**config.mk**
```make
export PLATFORM = sky130hd
export DESIGN_NAME = target_range_from_elevation_avg
export DESIGN_NICKNAME = d
export VERILOG_FILES = /design/src/rtl/trfe_pkg.sv /design/src/rtl/trfe_ctrl.sv /design/src/rtl/trfe_dp.sv /design/src/rtl/target_range_from_elevation_avg.sv
export SDC_FILE = /design/constraint.sdc
export NUM_CORES = 2
export LEC_CHECK = 0
export BUFFER_PORTS_ARGS = -buffer_cell sky130_fd_sc_hd__buf_2
export CORE_MARGIN = 5
export CORE_UTILIZATION = 61
export DETAILED_ROUTE_END_ITERATION = 7
export PLACE_DENSITY = 0.9
export REMOVE_ABC_BUFFERS = 1
export SLEW_MARGIN = 20
export SYNTH_ARGS = -nofsm -noshare
export SYNTH_HDL_FRONTEND = slang
export SYNTH_HIERARCHICAL = 1
export SYNTH_SLANG_ARGS = --single-unit
```
**constraint.sdc**
```tcl
create_clock -name clk -period 15.75 [get_ports clk]
set_input_delay 0.7875 -clock clk [delete_from_list [all_inputs] [get_ports clk]]
set_output_delay 0.7875 -clock clk [all_outputs]
set_load 0.01 [all_outputs]
```
**src/rtl/trfe_pkg.sv**
```systemverilog
// Package with the shared types, constants and tables of the target range block.
package trfe_pkg;

	localparam int XW  = 31;
	localparam int ZW  = 26;
	localparam int NW  = 47;
	localparam int YMW = 30;
	localparam int CORDIC_STEPS = 16;

	localparam logic [2:0] REG_LED_ON     = 3'd0;
	localparam logic [2:0] REG_MOUNT      = 3'd1;
	localparam logic [2:0] REG_HEIGHT     = 3'd2;
	localparam logic [2:0] REG_MIN_DIST   = 3'd3;
	localparam logic [2:0] REG_MAX_DIST   = 3'd4;

	localparam logic [1:0] DSEL_RANGE = 2'd0;
	localparam logic [1:0] DSEL_RSUM  = 2'd1;
	localparam logic [1:0] DSEL_ASUM  = 2'd2;

	localparam logic signed [16:0] QUARTER_TURN = 17'sd23040;
	localparam logic signed [16:0] HALF_TURN    = 17'sd46080;
	localparam logic [15:0] RANGE_MAX = 16'hFFFF;

	typedef struct packed {
		logic       load;
		logic       cordic;
		logic       mul;
		logic       classify;
		logic       div_load;
		logic [1:0] div_sel;
		logic       div_step;
		logic       take_rng;
		logic       win_upd;
		logic       sum_acc;
		logic       take_ravg;
		logic       take_aavg;
		logic       publish;
		logic [3:0] idx;
	} cmd_t;

	typedef struct packed {
		logic div_needed;
		logic sum_last;
	} sts_t;

	function automatic logic signed [ZW-1:0] atan_lut(input logic [3:0] i);
		logic signed [ZW-1:0] r;
		case (i)
			4'd0:  r = 26'sd2949120;
			4'd1:  r = 26'sd1740967;
			4'd2:  r = 26'sd919879;
			4'd3:  r = 26'sd466945;
			4'd4:  r = 26'sd234379;
			4'd5:  r = 26'sd117304;
			4'd6:  r = 26'sd58666;
			4'd7:  r = 26'sd29335;
			4'd8:  r = 26'sd14668;
			4'd9:  r = 26'sd7334;
			4'd10: r = 26'sd3667;
			4'd11: r = 26'sd1833;
			4'd12: r = 26'sd917;
			4'd13: r = 26'sd458;
			4'd14: r = 26'sd229;
			4'd15: r = 26'sd115;
			default: r = '0;
		endcase
		return r;
	endfunction

endpackage

```
**src/rtl/trfe_ctrl.sv**
```systemverilog
// Controller state machine sequencing the range and averaging datapath.
module trfe_ctrl (
	input  logic          clk,
	input  logic          arst_n,
	input  logic          s_tvalid,
	output logic          s_tready,
	output logic          m_tvalid,
	input  logic          m_tready,
	input  trfe_pkg::sts_t sts,
	output trfe_pkg::cmd_t cmd
);
	import trfe_pkg::*;

	localparam logic [3:0] ST_IDLE  = 4'd0;
	localparam logic [3:0] ST_CORD  = 4'd1;
	localparam logic [3:0] ST_MUL   = 4'd2;
	localparam logic [3:0] ST_CLS   = 4'd3;
	localparam logic [3:0] ST_DIVR  = 4'd4;
	localparam logic [3:0] ST_TAKER = 4'd5;
	localparam logic [3:0] ST_UPD   = 4'd6;
	localparam logic [3:0] ST_SUM   = 4'd7;
	localparam logic [3:0] ST_LDA   = 4'd8;
	localparam logic [3:0] ST_DIVA  = 4'd9;
	localparam logic [3:0] ST_TKA   = 4'd10;
	localparam logic [3:0] ST_DIVB  = 4'd11;
	localparam logic [3:0] ST_TKB   = 4'd12;
	localparam logic [3:0] ST_DONE  = 4'd13;

	logic [3:0] state_q, state_d;
	logic [3:0] idx_q, idx_d;
	logic       tvalid_q;
	logic       out_free;

	assign out_free = !tvalid_q || m_tready;
	assign s_tready = (state_q == ST_IDLE);
	assign m_tvalid = tvalid_q;

	always_comb begin
		cmd = '0;
		cmd.idx = idx_q;
		cmd.div_sel = DSEL_RANGE;
		state_d = state_q;
		idx_d = idx_q;
		case (state_q)
			ST_IDLE: begin
				if (s_tvalid) begin
					cmd.load = 1'b1;
					idx_d = '0;
					state_d = ST_CORD;
				end
			end
			ST_CORD: begin
				cmd.cordic = 1'b1;
				idx_d = idx_q + 4'd1;
				if (idx_q == 4'd15) state_d = ST_MUL;
			end
			ST_MUL: begin
				cmd.mul = 1'b1;
				state_d = ST_CLS;
			end
			ST_CLS: begin
				cmd.classify = 1'b1;
				cmd.div_load = 1'b1;
				cmd.div_sel = DSEL_RANGE;
				idx_d = '0;
				state_d = sts.div_needed ? ST_DIVR : ST_UPD;
			end
			ST_DIVR: begin
				cmd.div_step = 1'b1;
				idx_d = idx_q + 4'd1;
				if (idx_q == 4'd15) state_d = ST_TAKER;
			end
			ST_TAKER: begin
				cmd.take_rng = 1'b1;
				state_d = ST_UPD;
			end
			ST_UPD: begin
				cmd.win_upd = 1'b1;
				state_d = ST_SUM;
			end
			ST_SUM: begin
				cmd.sum_acc = 1'b1;
				if (sts.sum_last) state_d = ST_LDA;
			end
			ST_LDA: begin
				cmd.div_load = 1'b1;
				cmd.div_sel = DSEL_RSUM;
				idx_d = '0;
				state_d = ST_DIVA;
			end
			ST_DIVA: begin
				cmd.div_step = 1'b1;
				idx_d = idx_q + 4'd1;
				if (idx_q == 4'd15) state_d = ST_TKA;
			end
			ST_TKA: begin
				cmd.take_ravg = 1'b1;
				cmd.div_load = 1'b1;
				cmd.div_sel = DSEL_ASUM;
				idx_d = '0;
				state_d = ST_DIVB;
			end
			ST_DIVB: begin
				cmd.div_step = 1'b1;
				idx_d = idx_q + 4'd1;
				if (idx_q == 4'd15) state_d = ST_TKB;
			end
			ST_TKB: begin
				cmd.take_aavg = 1'b1;
				state_d = ST_DONE;
			end
			ST_DONE: begin
				if (out_free) begin
					cmd.publish = 1'b1;
					state_d = ST_IDLE;
				end
			end
			default: state_d = ST_IDLE;
		endcase
	end

	always_ff @(posedge clk or negedge arst_n) begin
		if (!arst_n) begin
			state_q <= ST_IDLE;
			idx_q <= '0;
			tvalid_q <= 1'b0;
		end else begin
			state_q <= state_d;
			idx_q <= idx_d;
			if (cmd.publish) tvalid_q <= 1'b1;
			else if (m_tready) tvalid_q <= 1'b0;
		end
	end

endmodule

```
**src/rtl/trfe_dp.sv**
```systemverilog
// Datapath: configuration registers, CORDIC, multiplier, shared divider and sample windows.
module trfe_dp #(
	parameter int WINDOW_DEPTH = 3
) (
	input  logic          clk,
	input  logic          arst_n,
	input  logic          cfg_we,
	input  logic [2:0]    cfg_index,
	input  logic [15:0]   cfg_wdata,
	input  logic [31:0]   s_tdata,
	input  logic          s_tuser,
	output logic [47:0]   m_tdata,
	output logic          m_tuser,
	input  trfe_pkg::cmd_t cmd,
	output trfe_pkg::sts_t sts
);
	import trfe_pkg::*;

	localparam int CW  = $clog2(WINDOW_DEPTH + 1);
	localparam int IW  = (WINDOW_DEPTH > 1) ? $clog2(WINDOW_DEPTH) : 1;
	localparam int RSW = 16 + CW;
	localparam int ASW = 14 + CW;

	logic               led_q;
	logic signed [15:0] mount_q, height_q;
	logic [15:0]        min_q, max_q;

	logic               seen_q;
	logic signed [13:0] horiz_q;
	logic signed [XW-1:0] x_q, y_q;
	logic signed [ZW-1:0] z_q;
	logic [NW-1:0]      n_q;
	logic [15:0]        rng_q;
	logic               div_path_q;
	logic               valid_q;
	logic [NW-1:0]      rem_q;
	logic [YMW-1:0]     dsr_q;
	logic [15:0]        quo_q;
	logic [15:0]        ravg_q;
	logic signed [13:0] aavg_q;
	logic [15:0]        rwin_q [WINDOW_DEPTH];
	logic signed [13:0] awin_q [WINDOW_DEPTH];
	logic [CW-1:0]      fill_q;
	logic [IW-1:0]      sidx_q;
	logic [RSW-1:0]     rsum_q;
	logic signed [ASW-1:0] asum_q;
	logic [47:0]        out_data_q;
	logic               out_user_q;

	logic signed [16:0] a_sum, a_red;
	logic signed [XW-1:0] xs, ys;
	logic [NW-1:0]      nmag;
	logic [YMW-1:0]     ymag;
	logic [XW-1:0]      yneg;
	logic               y_zero, n_pos, neg_rng, sat;
	logic [NW-1:0]      trial;
	logic [3:0]         bit_pos;
	logic               valid_now;
	logic [ASW-1:0]     amag;

	always_ff @(posedge clk or negedge arst_n) begin
		if (!arst_n) begin
			led_q <= 1'b1;
			mount_q <= '0;
			height_q <= '0;
			min_q <= '0;
			max_q <= RANGE_MAX;
		end else if (cfg_we) begin
			case (cfg_index)
				REG_LED_ON:   led_q <= cfg_wdata[0];
				REG_MOUNT:    mount_q <= cfg_wdata;
				REG_HEIGHT:   height_q <= cfg_wdata;
				REG_MIN_DIST: min_q <= cfg_wdata;
				REG_MAX_DIST: max_q <= cfg_wdata;
				default: ;
			endcase
		end
	end

	always_comb begin
		a_sum = {{3{s_tdata[27]}}, s_tdata[27:14]} + {mount_q[15], mount_q};
		if (a_sum > QUARTER_TURN) a_red = a_sum - HALF_TURN;
		else if (a_sum <= -QUARTER_TURN) a_red = a_sum + HALF_TURN;
		else a_red = a_sum;
	end

	assign xs = x_q >>> cmd.idx;
	assign ys = y_q >>> cmd.idx;

	assign nmag = n_q[NW-1] ? (NW'(0) - n_q) : n_q;
	assign yneg = XW'(0) - XW'(y_q);
	assign ymag = y_q[XW-1] ? yneg[YMW-1:0] : y_q[YMW-1:0];
	assign y_zero = (y_q == '0);
	assign n_pos = !n_q[NW-1] && (n_q != '0);
	assign neg_rng = (n_q != '0) && (n_q[NW-1] != y_q[XW-1]);
	assign sat = nmag >= {1'b0, ymag, 16'd0};
	assign sts.div_needed = !y_zero && !neg_rng && !sat;

	assign bit_pos = ~cmd.idx;
	assign trial = {{(NW-YMW){1'b0}}, dsr_q} << bit_pos;

	assign valid_now = led_q && seen_q && div_path_q && (rng_q >= min_q) && (rng_q <= max_q);
	assign sts.sum_last = (fill_q == '0) || (CW'(CW'(sidx_q) + CW'(1)) == fill_q);
	assign amag = asum_q[ASW-1] ? (ASW'(0) - ASW'(asum_q)) : ASW'(asum_q);

	always_ff @(posedge clk) begin
		if (cmd.load) begin
			seen_q <= s_tuser;
			horiz_q <= s_tdata[13:0];
			x_q <= 31'sd268435456;
			y_q <= '0;
			z_q <= {a_red[16], a_red, 8'd0};
		end
		if (cmd.cordic) begin
			if (!z_q[ZW-1]) begin
				x_q <= x_q - ys;
				y_q <= y_q + xs;
				z_q <= z_q - atan_lut(cmd.idx);
			end else begin
				x_q <= x_q + ys;
				y_q <= y_q - xs;
				z_q <= z_q + atan_lut(cmd.idx);
			end
		end
		if (cmd.mul) begin
			n_q <= NW'(height_q * x_q);
		end
		if (cmd.classify) begin
			div_path_q <= sts.div_needed;
			if (y_zero) rng_q <= n_pos ? RANGE_MAX : 16'd0;
			else if (neg_rng) rng_q <= 16'd0;
			else rng_q <= RANGE_MAX;
		end
		if (cmd.div_load) begin
			quo_q <= '0;
			case (cmd.div_sel)
				DSEL_RANGE: begin
					rem_q <= nmag;
					dsr_q <= ymag;
				end
				DSEL_RSUM: begin
					rem_q <= NW'(rsum_q);
					dsr_q <= YMW'(fill_q);
				end
				DSEL_ASUM: begin
					rem_q <= NW'(amag);
					dsr_q <= YMW'(fill_q);
				end
				default: begin
					rem_q <= '0;
					dsr_q <= '0;
				end
			endcase
		end
		if (cmd.div_step && (rem_q >= trial)) begin
			rem_q <= rem_q - trial;
			quo_q[bit_pos] <= 1'b1;
		end
		if (cmd.take_rng) rng_q <= quo_q;
		if (cmd.win_upd) begin
			valid_q <= valid_now;
			sidx_q <= '0;
			rsum_q <= '0;
			asum_q <= '0;
		end
		if (cmd.sum_acc) begin
			rsum_q <= rsum_q + RSW'(rwin_q[sidx_q]);
			asum_q <= asum_q + {{CW{awin_q[sidx_q][13]}}, awin_q[sidx_q]};
			sidx_q <= sidx_q + IW'(1);
		end
		if (cmd.take_ravg) ravg_q <= (fill_q == '0) ? 16'd0 : quo_q;
		if (cmd.take_aavg) begin
			if (fill_q == '0) aavg_q <= '0;
			else if (asum_q[ASW-1]) aavg_q <= 14'd0 - quo_q[13:0];
			else aavg_q <= quo_q[13:0];
		end
		if (cmd.publish) begin
			out_data_q <= {2'b00, aavg_q, ravg_q, rng_q};
			out_user_q <= valid_q;
		end
	end

	always_ff @(posedge clk or negedge arst_n) begin
		if (!arst_n) begin
			fill_q <= '0;
			for (int i = 0; i < WINDOW_DEPTH; i++) begin
				rwin_q[i] <= '0;
				awin_q[i] <= '0;
			end
		end else if (cmd.win_upd) begin
			if (!valid_now) begin
				fill_q <= '0;
				for (int i = 0; i < WINDOW_DEPTH; i++) begin
					rwin_q[i] <= '0;
					awin_q[i] <= '0;
				end
			end else if (fill_q < CW'(WINDOW_DEPTH)) begin
				rwin_q[fill_q[IW-1:0]] <= rng_q;
				awin_q[fill_q[IW-1:0]] <= horiz_q;
				fill_q <= fill_q + CW'(1);
			end else begin
				for (int i = 0; i < WINDOW_DEPTH - 1; i++) begin
					rwin_q[i] <= rwin_q[i+1];
					awin_q[i] <= awin_q[i+1];
				end
				rwin_q[WINDOW_DEPTH-1] <= rng_q;
				awin_q[WINDOW_DEPTH-1] <= horiz_q;
			end
		end
	end

	assign m_tdata = out_data_q;
	assign m_tuser = out_user_q;

endmodule

```
**src/rtl/target_range_from_elevation_avg.sv**
```systemverilog
// Top level of the target range block with moving averages of range and horizontal angle.
//
// One camera sample enters as a transaction on the slave stream: tuser carries the
// target-seen flag and tdata the horizontal and vertical angles. For every sample exactly
// one result transaction leaves on the master stream: tuser is the valid flag and tdata
// holds the range, the windowed range average and the windowed angle average.
// Configuration is written through cfg_we, cfg_index and cfg_wdata; the user must write it
// only while the block is idle, as the block itself does not enforce this. A sample passes
// from acceptance to result through 16 CORDIC iterations, one multiply, up to three passes
// of the shared restoring divider and one accumulation step per windowed entry for the
// sums, depending on whether the range division is needed and on the window fill.
// Only one sample is in work at a time; the next one is accepted in the cycle after the
// result is published at the earliest.
// s_tready is high while the controller waits for a sample, even when an earlier result
// still waits in the output register.
// If the receiver stalls, the finished result waits until the output register is free.
// Reset clears both windows and the fill count, sets the registers to their defaults and
// empties the output register.
module target_range_from_elevation_avg #(
	parameter int WINDOW_DEPTH = 3
) (
	input  logic        clk,
	input  logic        arst_n,
	input  logic        cfg_we,
	input  logic [2:0]  cfg_index,
	input  logic [15:0] cfg_wdata,
	input  logic        s_tvalid,
	output logic        s_tready,
	input  logic [31:0] s_tdata,   // horizontal_angle[13:0], vertical_angle[27:14], zero pad
	input  logic        s_tuser,   // target_seen
	output logic        m_tvalid,
	input  logic        m_tready,
	output logic [47:0] m_tdata,   // range_now[15:0], range_average[31:16], angle_average[45:32]
	output logic        m_tuser    // valid_res
);
	import trfe_pkg::*;

	cmd_t cmd;
	sts_t sts;

	trfe_ctrl u_ctrl (
		.clk(clk),
		.arst_n(arst_n),
		.s_tvalid(s_tvalid),
		.s_tready(s_tready),
		.m_tvalid(m_tvalid),
		.m_tready(m_tready),
		.sts(sts),
		.cmd(cmd)
	);

	trfe_dp #(.WINDOW_DEPTH(WINDOW_DEPTH)) u_dp (
		.clk(clk),
		.arst_n(arst_n),
		.cfg_we(cfg_we),
		.cfg_index(cfg_index),
		.cfg_wdata(cfg_wdata),
		.s_tdata(s_tdata),
		.s_tuser(s_tuser),
		.m_tdata(m_tdata),
		.m_tuser(m_tuser),
		.cmd(cmd),
		.sts(sts)
	);

endmodule

```
### Yosys cells after proc, flatten, opt, wreduce, memory -nomap -nowiden

Memories as Yosys holds them, arrays and structs flattened.
Index checks and enable logic that the tools add are counted.

| storage, ports and cells | value |
|---|---|
| memories | 2 |
| input bits | 57 |
| logic and storage cells | 230 |
| register bits after elaboration | 540 |
| ROM bits | 704 |

| operators by class | value |
|---|---|
| $lt $le $gt $ge | 12 |
| bitwise gates (word level) | 4 |
| add/sub/neg operators | 19 |
| eq/ne operators | 30 |
| reduce and logical (&&, ||, !) cells | 42 |
| multiplexer cells | 83 |
| shift-type cells | 3 |
| $mul | 1 |

Memories:

| name | words | bits a word | rd ports | clocked after Yosys merged registers in | write ports | RTL line | source |
|---|---|---|---|---|---|---|---|
| (no name shown) | 16 | 22 | 1 | 0 | 0 | trfe_pkg.sv:48 | `case (i)` |
| (no name shown) | 16 | 22 | 1 | 0 | 0 | trfe_pkg.sv:48 |  |

Operator list:

| cell | count |
|---|---|
| 16-bit 2-to-1 mux | 13 |
| 31-bit 2-to-1 mux | 6 |
| 26-bit 2-to-1 mux | 7 |
| 47-bit 2-to-1 mux | 3 |
| 47-bit case mux with 3 select lines | 1 |
| 48-bit 2-to-1 mux | 2 |
| 42-bit 2-to-1 mux | 2 |
| 31-bit adder | 2 |
| 31-bit by 4-bit >>> shifter with 31-bit output | 2 |
| 31-bit subtractor | 2 |
| 30-bit case mux with 2 select lines | 1 |
| 14-bit 2-to-1 mux | 4 |
| 4-bit case mux with 14 select lines | 1 |
| 48-bit bitwise mux | 1 |
| 47-bit by 46-bit >= comparator with 1-bit output | 1 |
| 47-bit >= comparator | 1 |
| 16-bit by 31-bit multiplier with 47-bit output | 1 |
| 47-bit nonzero test | 1 |
| 30-bit by 4-bit << shifter with 47-bit output | 1 |
| 1-bit by 47-bit subtractor with 47-bit output, first input constant | 1 |
| 47-bit subtractor | 1 |
| 42-bit bitwise mux | 1 |
| 18-bit 2-to-1 mux | 2 |
| 17-bit 2-to-1 mux | 2 |
| 62 further kinds | 135 |

### Longest topological paths before layout

| logic depth | value |
|---|---|
| depth after elaboration | 8 |
| mapped depth | 27 |
| depth with buffers taken out | 25 |

### Hierarchy

The synthesis kept the hierarchy.

By module, submodules not included:

| module | cells an instance | area an instance (sq um) | times used |
|---|---|---|---|
| trfe_dp | 6050 | 56740.7 | 1 |
| trfe_ctrl | 85 | 704.4 | 1 |

### Worst setup path after synthesis

OpenSTA, ideal clock, no wires.

| path | value |
|---|---|
| path type | register -> register |
| start point | reg u_dp.x_q[5] |
| end point | reg u_dp.n_q[41], data pin |
| clock period less this slack | 6.673 ns |
| library setup time | 0.265 ns |
| stages on the path, launching flop included | 26 |
| data required time | 15.485 ns |
| arrival | 6.408 ns |
| slack | 9.077 ns |
| cells stage by stage | edfxtp_1 clkbuf_1 clkbuf_1 nand2_1 fa_1 inv_1 fa_1 inv_1 fa_1 inv_1 fa_1 fa_1 inv_1 fa_1 inv_1 ha_1 nand4_1 nor3_1 or3b_2 a31oi_1 o21a_1 o31a_1 o211ai_1 and2_1 o21ai_0 xor2_1 |

| on the way | value |
|---|---|
| cells in the longest elaborated chain, start to end | 1 |

RTL lines:

| item | RTL line | source |
|---|---|---|
| from (decl) | trfe_dp.sv:30 | `logic signed [XW-1:0] x_q, y_q;` |
| from (signal assigned) | trfe_dp.sv:116 | `x_q <= x_q - ys;` |
| from (signal assigned) | trfe_dp.sv:120 | `x_q <= x_q + ys;` |
| 16-bit by 31-bit multiplier with 47-bit output | trfe_dp.sv:126 | `n_q <= NW'(height_q * x_q);` |
| to (signal assigned) | trfe_dp.sv:126 |  |
| to (decl) | trfe_dp.sv:32 | `logic [NW-1:0] n_q;` |

Every way passes these cells.
A chain may end at the register's enable or synchronous reset.

### Worst setup path in the final report

| path | value |
|---|---|
| start point | reg u_dp.height_q[15] |
| end point | reg u_dp.n_q[44], data pin |

| on the way | value |
|---|---|
| cells in the longest elaborated chain, start to end | 1 |

RTL lines:

| item | RTL line | source |
|---|---|---|
| from (decl) | trfe_dp.sv:25 | `logic signed [15:0] mount_q, height_q;` |
| from (signal assigned) | trfe_dp.sv:72 | `REG_HEIGHT: height_q <= cfg_wdata;` |
| 16-bit by 31-bit multiplier with 47-bit output | trfe_dp.sv:126 |  |

Every way passes these cells.

==> flow_metrics.tcl <==
set metrics [dict create \
    ios 108 \
    final_common_cell "nand2_1" \
    hp-class "in2async" \
    firstDrtPassIters 8 \
    fin_skew_ns 0.0712 \
    hold_viol 0 \
    avgSynthCellArea_um2 9.36 \
    status "complete, but fails checks" \
    cts_root_buf "clkbuf_16" \
    cts_tree "done" \
    drt-total-wl_um 166000 \
    cts_hold_buf 0 \
    wl_per_cell_um 22.6 \
    finalSetupViolCount 0 \
    arrival_ns 8.67 \
    timing.hold.ws_ns 0.0859 \
    synth_top_family_by_area "adder cells" \
    r2r-start "u_dp/height_q[15]" \
    synthArstFlopShare_pct 30.7 \
    fp.dieH_um 317 \
    critPathLaunch "u_dp/height_q[15]" \
    crit_fanout 24 \
    vias 47900 \
    slew_viol_final 0 \
    cts.sinks 540 \
    port_buffers 101 \
    cts_setup_buffers 0 \
    postSynthCellCount 6135 \
    row_count 112 \
    globalplace.congestion 0.996 \
    violations "design-rule violations" \
    yosys.cell_types.count 108 \
    syn_area_um2 57400 \
    cts.clk_slew.worst_paths_ns 0.06 \
    worstSetupEndpoint "u_dp/n_q[44]" \
    first_global_vias 48500 \
    synthAdderAreaFrac_pct 24.8 \
    r2r_cells 22 \
    antenna_found_initial 9 \
    cp-start-kind "flip-flop" \
    yosys.area_share.simple_pct 15.4 \
    layout_common_cells "nand2_1 (743), inv_1 (706), fa_1 (479), nor2_1 (390), ha_1 (373)" \
    core_um2 93300 \
    fin_crit_sh_pct 52.5 \
    initial_core_util_pct 61.6 \
    synth_edf_count 358 \
    critical_path_class "reg2reg" \
    synth_compound_area_share_pct 13.6 \
    overflow 0 \
    finalCriticalPeriod_ns 8.26 \
    htreeDepth 2 \
    grt_max_degree 89 \
    syn_to_final_growth_pct 5.95 \
    worst_slew_pin_slew_ns 1.19 \
    setup_tns_ns 0 \
    vias_per_cell 6.52 \
    dp_hpwl_um 118000 \
    fillers 6768 \
    rsz0062_at_grt "no" \
    drive_gt1_share_pct 8.96 \
    muxShareOfSynthArea_pct 7.25 \
    cts_buffer_depth 3 \
    cts_buffers 54 \
    synth_seq_cells 540 \
    regToRegSetupSlack_ns 7.49 \
    drtAntennaViolNets 0 \
    grt_usage_pct 32.6 \
    synth_top_flop_cell "edfxtp_1" \
    yosys.area_share.xor_xnor_pct 5.46 \
    relSlewSlack_pct 20.9 \
    dieWidth_um 317 \
    synth_warnings 6 \
    required_ns 16.15 \
    grt_pass1_wl_um 261000 \
    worstSetupEndpointType "flip-flop" \
    nets 6958 \
    ctsResizeCount 0 \
    drt_iter0_drc 6216 \
    fmax_ghz 0.121 \
    drc 3 \
    maxCapViolations 0 \
    rr_endpoint "u_dp/n_q[44]" \
    clkLatencyLatePin_ns 0.67 \
    dieArea_um2 100000 \
    synth-seq-area-share_pct 26.5 \
]
-- Yosys cell counts, drive strengths merged (17+ instances only) --
library cell	count	share of area, %
a211oi	39	0.52
a21o	103	1.3
a21oi	250	2.2
a22o	32	0.49
a22oi	67	0.88
a31oi	43	0.49
and2	228	2.5
and3	35	0.38
buf	61	0.61
clkbuf	261	1.7
dfrtp	149	6.5
dfstp	17	0.78
edfxtp	358	19
fa	479	17
ha	374	8.1
inv	708	4.6
mux2	88	1.7
mux2i	100	1.7
mux4	95	3.8
nand2	743	4.9
nand2b	66	0.72
nand3	77	0.69
nand4	40	0.44
nor2	396	2.6
nor2b	56	0.61
nor3	82	0.74
nor4	21	0.27
o211ai	26	0.34
o21a	47	0.61
o21ai	341	3.0
o21bai	32	0.42
o22ai	18	0.20
o31ai	53	0.70
or2	28	0.31
or3	33	0.36
xnor2	221	3.4
xor2	136	2.1
-- critical path, cell delays in order, from the launching register on --
cell and delay [ns]:
dfrtp_1 0.60, clkinv_1 0.44, buf_4 0.40, nor2_1 0.23, fa_1 0.46, fa_1 0.53, fa_1 0.53, fa_1 0.52
fa_1 0.54, inv_1 0.06, fa_1 0.56, inv_1 0.05, ha_1 0.35, nand4_1 0.18, or2_2 0.35, nor2_1 0.10
o211a_1 0.28, o211ai_1 0.23, a21oi_1 0.52, a41o_1 0.39, a41oi_1 0.19, o21ai_0 0.25, xor2_1 0.30
-- layer usage --
metal / GRT usage [%] / part of all wire [%] / up-vias
li1: - / - / 20800
met1: 41.0 / 35 / 23100
met2: 52.1 / 46 / 3160
met3: 6.47 / 11 / 864
met4: 20.4 / 7.9 / 8
met5: 0 / 0.031 / -
-- cells by family after synthesis --
logic type	Yosys count
compound gates	1202
xor+xnor	357
fa+ha+maj	853
buf+inv	1033
flops	540
mux	283
other cells	1
simple gates	1866
-- metrics by stage --
step / instance area [um^2] / cells / utilization (%) / setup WS, ns
floorplan: 56100 / 5814 / - / 2.80
finish: 60900 / 7351 / 65.2 / 7.49
CTS: 60800 / 7347 / 65.2 / 7.78
detailed placement: 58900 / 7245 / 63.1 / 7.82
global placement: 58900 / 7245 / 63.1 / 8.04
global route: 60900 / 7350 / 65.2 / 7.23
-- worst min path at each step --
stage / startpoint / endpoint / slack (ns) / depth (start not counted)
after floorplan: u_dp/ravg_q[0] / u_dp/m_tdata[16] / 0.40 / 0
after global placement: u_dp/aavg_q[9] / u_dp/m_tdata[41] / 0.41 / 0
after detailed placement: u_dp/ravg_q[13] / u_dp/m_tdata[29] / 0.40 / 0
after CTS: arst_n / u_dp/awin_q[41] / 0.09 / 1
after global routing: arst_n / u_dp/awin_q[41] / 0.12 / 1
final: arst_n / u_dp/awin_q[7] / 0.09 / 1
-- state kept, by name (all words and copies together), names as in the netlist, 18 cells and up --
register and cells:
u_dp/rwin_q 48, u_dp/awin_q 42, u_dp/rsum_q 18, u_dp/y_q 31
u_dp/x_q 31, u_dp/dsr_q 30, u_dp/z_q 26, u_dp/n_q 47
u_dp/rem_q 47, u_dp/m_tdata 46
-- final cells by class --
cell class                 instances  area [um^2]  area share [%]
tap                             1254         1570            2.58
sequential                       540        15300            25.1
clock inverter                    31          419           0.689
multi-input combinational       4563        38300            62.9
clock buffer                      71         1520            2.50
timing repair buffer             178         1110            1.82
antenna                            3         7.51          0.0123
inverter                         711         2670            4.39
Power is not shown: default switching activity piles up to over one toggle a cycle in this logic, so the estimate is an artifact.
